**src/rtl/min_year_extract_queue_macros.svh**
```systemverilog
// Assertion macros used by the queue's top-level RTL.
`ifndef MIN_YEAR_EXTRACT_QUEUE_MACROS_SVH
`define MIN_YEAR_EXTRACT_QUEUE_MACROS_SVH

// Same-cycle implication, checked out of reset.
`define MYE_ASSERT_NOW(label, clk, rst_n, ante, cons) \
    label: assert property (@(posedge clk) disable iff (!rst_n) (ante) |-> (cons)) \
        else $error("assertion failed");

// Next-cycle implication, checked out of reset.
`define MYE_ASSERT_NEXT(label, clk, rst_n, ante, cons) \
    label: assert property (@(posedge clk) disable iff (!rst_n) (ante) |=> (cons)) \
        else $error("assertion failed");

`endif

```
**src/rtl/mye_ram.sv**
```systemverilog
// Generic simple dual-port RAM with registered read.
module mye_ram #(
    parameter int WIDTH = 8,
    parameter int DEPTH = 32
) (
    input  logic                     i_clk,
    input  logic                     i_wr_en,
    input  logic [$clog2(DEPTH)-1:0] i_wr_addr,
    input  logic [WIDTH-1:0]         i_wr_data,
    input  logic                     i_rd_en,
    input  logic [$clog2(DEPTH)-1:0] i_rd_addr,
    output logic [WIDTH-1:0]         o_rd_data
);

    logic [WIDTH-1:0] r_mem [DEPTH];
    logic [WIDTH-1:0] r_rd_data;

    always_ff @(posedge i_clk) begin
        if (i_wr_en) begin
            r_mem[i_wr_addr] <= i_wr_data;
        end
        if (i_rd_en) begin
            r_rd_data <= r_mem[i_rd_addr];
        end
    end

    assign o_rd_data = r_rd_data;

endmodule

```
**config.mk**
```make
export PLATFORM = sky130hd
export DESIGN_NAME = mye_ram
export DESIGN_NICKNAME = d
export VERILOG_FILES = /design/src/rtl/min_year_extract_queue_macros.svh /design/src/rtl/mye_ram.sv
export SDC_FILE = /design/constraint.sdc
export NUM_CORES = 1
export LEC_CHECK = 0
export ABC_AREA = 1
export BUFFER_PORTS_ARGS = -buffer_cell sky130_fd_sc_hd__buf_4
export CAP_MARGIN = 25
export CORE_MARGIN = 4
export CORE_UTILIZATION = 50
export CTS_CLUSTER_DIAMETER = 80
export CTS_CLUSTER_SIZE = 30
export DETAILED_ROUTE_END_ITERATION = 12
export HOLD_SLACK_MARGIN = 0.15
export PLACE_DENSITY = 0.66
export SLEW_MARGIN = 15
export SYNTH_ARGS = -nofsm -noshare
export SYNTH_HDL_FRONTEND = slang
export SYNTH_SLANG_ARGS = --single-unit
export TNS_END_PERCENT = 30
```
**constraint.sdc**
```tcl
create_clock -name i_clk -period 1.51 [get_ports i_clk]
set_clock_uncertainty 0.15 [all_clocks]
set_input_delay 0.151 -clock i_clk [delete_from_list [all_inputs] [get_ports i_clk]]
set_output_delay 0.151 -clock i_clk [all_outputs]
set_load 0.01 [all_outputs]
```
==> flow_summary.yaml <==
global_route:
  antenna_found_initial: 0
  grt_pass1_wl_microns: 38900
  first_global_vias: 6791
  grt_max_degree: 65
  grt-ovfl-total: 0
  grt_usage_pct: 20.9
worst_hold_path:
  hold_path_depth: 4
  hold_path_class: "input port to flop"
power:
  leakagePower_nw: 4.50
  ir_drop_v: 0.00118
  p_per_area_nw_per_um2: 1080
logic_synthesis:
  synth_compound_area_share_pct: 0
  postSynthCellCount: 922
  ys_seq_elements: 264
  netlist_area_sq_um: 10900
  synth_xor_area_share_pct: 0
  synth.most_common_cell: "nand2_1"
  synth_area_leader_cell: "edfxtp_1"
  synthAdderAreaFrac_pct: 0
  synth_top_family_by_area: "simple AND/OR/NAND/NOR gates"
  synth-edff-count: 264
  ys_seq_area_share_pct: 73.0
  syn_avg_cell_area_sq_um: 11.8
  yosys_warnings: 0
  yosys-top-cells-area: "edfxtp_1, nand2_1, nand3_1, buf_6, nor2_1"
  yosysUniqueCellTypes: 11
  synthesis.nets: 943
  yosys.area_share.simple_pct: 22.9
  muxShareOfSynthArea_pct: 0
  async_flop_share_pct: 0
  synth_top_area_share_pct: 73.0
  ys_top_cells_by_count: "nand2_1, edfxtp_1, nand3_1"
  synthFlopType: "edfxtp_1"
outcome:
  status: "finished, final reports clean"
setup_path:
  critical-path-top-delay-family: "simple AND/OR/NAND/NOR gates"
  crit_path_max_fanout: 1
  max_stage_delay_ns: 0.39
  critPathBufInv: 0
  cp.required_ns: 1.61
  start_kind: "flop"
  cp_cell_sequence: "nand2_1 > nand3_1 > nand3_1 > nand2_1 > nand2_1 > nand2_1 > nand2_1 > nand2_1"
  reg2regPathDepth: 8
  crit_top_cell: "nand2_1"
  cp_slowest_cell: "edfxtp_1"
  crit_type: "flop to flop"
  worst_setup_path_end_kind: "flop"
  path_depth: 8
  cp_data_arrival_time_ns: 1.52
die:
  core_sq_um: 21200
  dieArea_sq_um: 24200
  fp.dieH_microns: 155
  row_count: 53
  ios: 29
  die_w_microns: 155
  initial_utilization_pct: 51.2
clock_tree:
  htreeDepth: 1
  cts_setup_buffers: 0
  clock_sinks: 264
  clk_latency_ns: 0.49
  cts_buffer_depth: 3
  root_buffer: "clkbuf_16"
  cts_tree: "yes"
  cts_buffers: 13
  path_clk_slew_ns: 0.11
detailed_routing:
  drtIter0Drc: 827
  drt-total-wl_microns: 25100
  vias: 6938
  wl_per_cell_microns: 19.8
  ant_nets: 0
  via_per_inst: 5.49
  drcViolationCount: 0
  dr.pass1.iters: 5
placed_design:
  place_ws_ns: -0.202
  dp_hpwl_microns: 14800
  io_buffers: 28
  gp_congestion: 0.795
sta:
  clock.fmax_mhz: 702
  report.final.slew_viol_count: 0
  worst_pin_slew_ns: 0.451
  slew_headroom_pct: 69.9
  hold_viol: 0
  fin_crit_ns: 1.42
  setup_slack_ns: 0.0853
  setup_viol: 0
  rsz0062_at_grt: "no"
  fin_setup_tns_ns: 0
  period_share_pct: 94.4
flow_run:
  max_cap_viol_count: 0
final_layout:
  nets: 1004
  drive_gt1_share_pct: 11.5
  syn2layout_area_growth_pct: 11.2
stage by stage:
stage          hold WS, ns  area (sq um)  power (W)  utilization [%]  cells
3_3_place_gp         0.314         11600    0.00939             54.6   1232
3_5_place_dp         0.312         11600    0.00940             54.6   1232
6_report             0.211         12100     0.0131             57.0   1264
5_1_grt              0.206         12100     0.0136             56.9   1263
4_1_cts              0.188         12100     0.0132             56.9   1263
2_1_floorplan       0.0999         10900    0.00895                -    922
worst register-to-register path, stage by stage, from the launching register on:
cell and delay (ns):
edfxtp_1 0.39, nand2_1 0.12, nand3_1 0.09, nand3_1 0.08, nand2_1 0.08, nand2_1 0.11
nand2_1 0.06, nand2_1 0.07, nand2_1 0.05
cell type report:
cell class                 instances  area (sq um)
antenna                            1          2.50
clock buffer                      13           325
clock inverter                     7          48.8
fill                            1752          9140
inverter                          10          38.8
multi-input combinational        596          2510
sequential                       264          7930
tap                              275           344
timing repair buffer              98           888
placed cells by master (no fill, tap or decap):
cell type,n
clkinv_4,1
dlygate4sd3_1,11
buf_12,10
nand3_1,202
nand2_2,3
clkbuf_16,13
nor2_1,32
inv_6,2
nand3_2,2
inv_2,1
buf_4,77
inv_1,8
clkinvlp_4,1
clkinv_2,4
diode_2,1
nand2_1,357
edfxtp_1,264
state kept, by name, indices dropped and copies added (netlist names):
| name | cells |
|---|---|
| r_mem | 256 |
| o_rd_data | 8 |
logic make-up (layout without fill, tap and decap cells):
| logic type | Yosys count | after routing |
|---|---|---|
| and+or+nand+nor | 596 | 596 |
| DFF | 264 | 264 |
| buffers and inverters | 62 | 128 |
| other | 0 | 1 |
timing repair:
item,4_1_cts,5_1_grt
endpoints found under the setup margin,0,1
endpoints found under the hold margin,272,0
resized for setup,0,5
hold buffers,11,0
where the power goes:
group | switching (W) | total, W | internal (W)
combinational | 0.000719 | 0.00106 | 0.000343
clock | 0.00221 | 0.00383 | 0.00163
sequential | 0.0000325 | 0.00820 | 0.00816
per-layer routing:
| layer | share of wire, % | global-route usage [%] | vias up | wire [microns] |
|---|---|---|---|---|
| li1 | - | - | 3309 | - |
| met4 | 2.2 | 4.96 | 0 | 547 |
| met5 | 0 | 0 | - | 0 |
| met2 | 47 | 33.7 | 238 | 11800 |
| met1 | 44 | 31.2 | 3355 | 11100 |
| met3 | 6.6 | 2.17 | 36 | 1650 |
worst paths after layout:
| check | startpoint | end | slack (ns) |
|---|---|---|---|
| max | r_mem[11][7] | o_rd_data[7] | 0.09 |
| min reg2reg | r_mem[0][5] | o_rd_data[5] | 0.69 |
| max reg2reg | r_mem[11][7] | o_rd_data[7] | 0.09 |
| min | i_wr_addr[2] | r_mem[13][7] | 0.21 |
No activity file was read; power rests on OpenSTA's default activity.
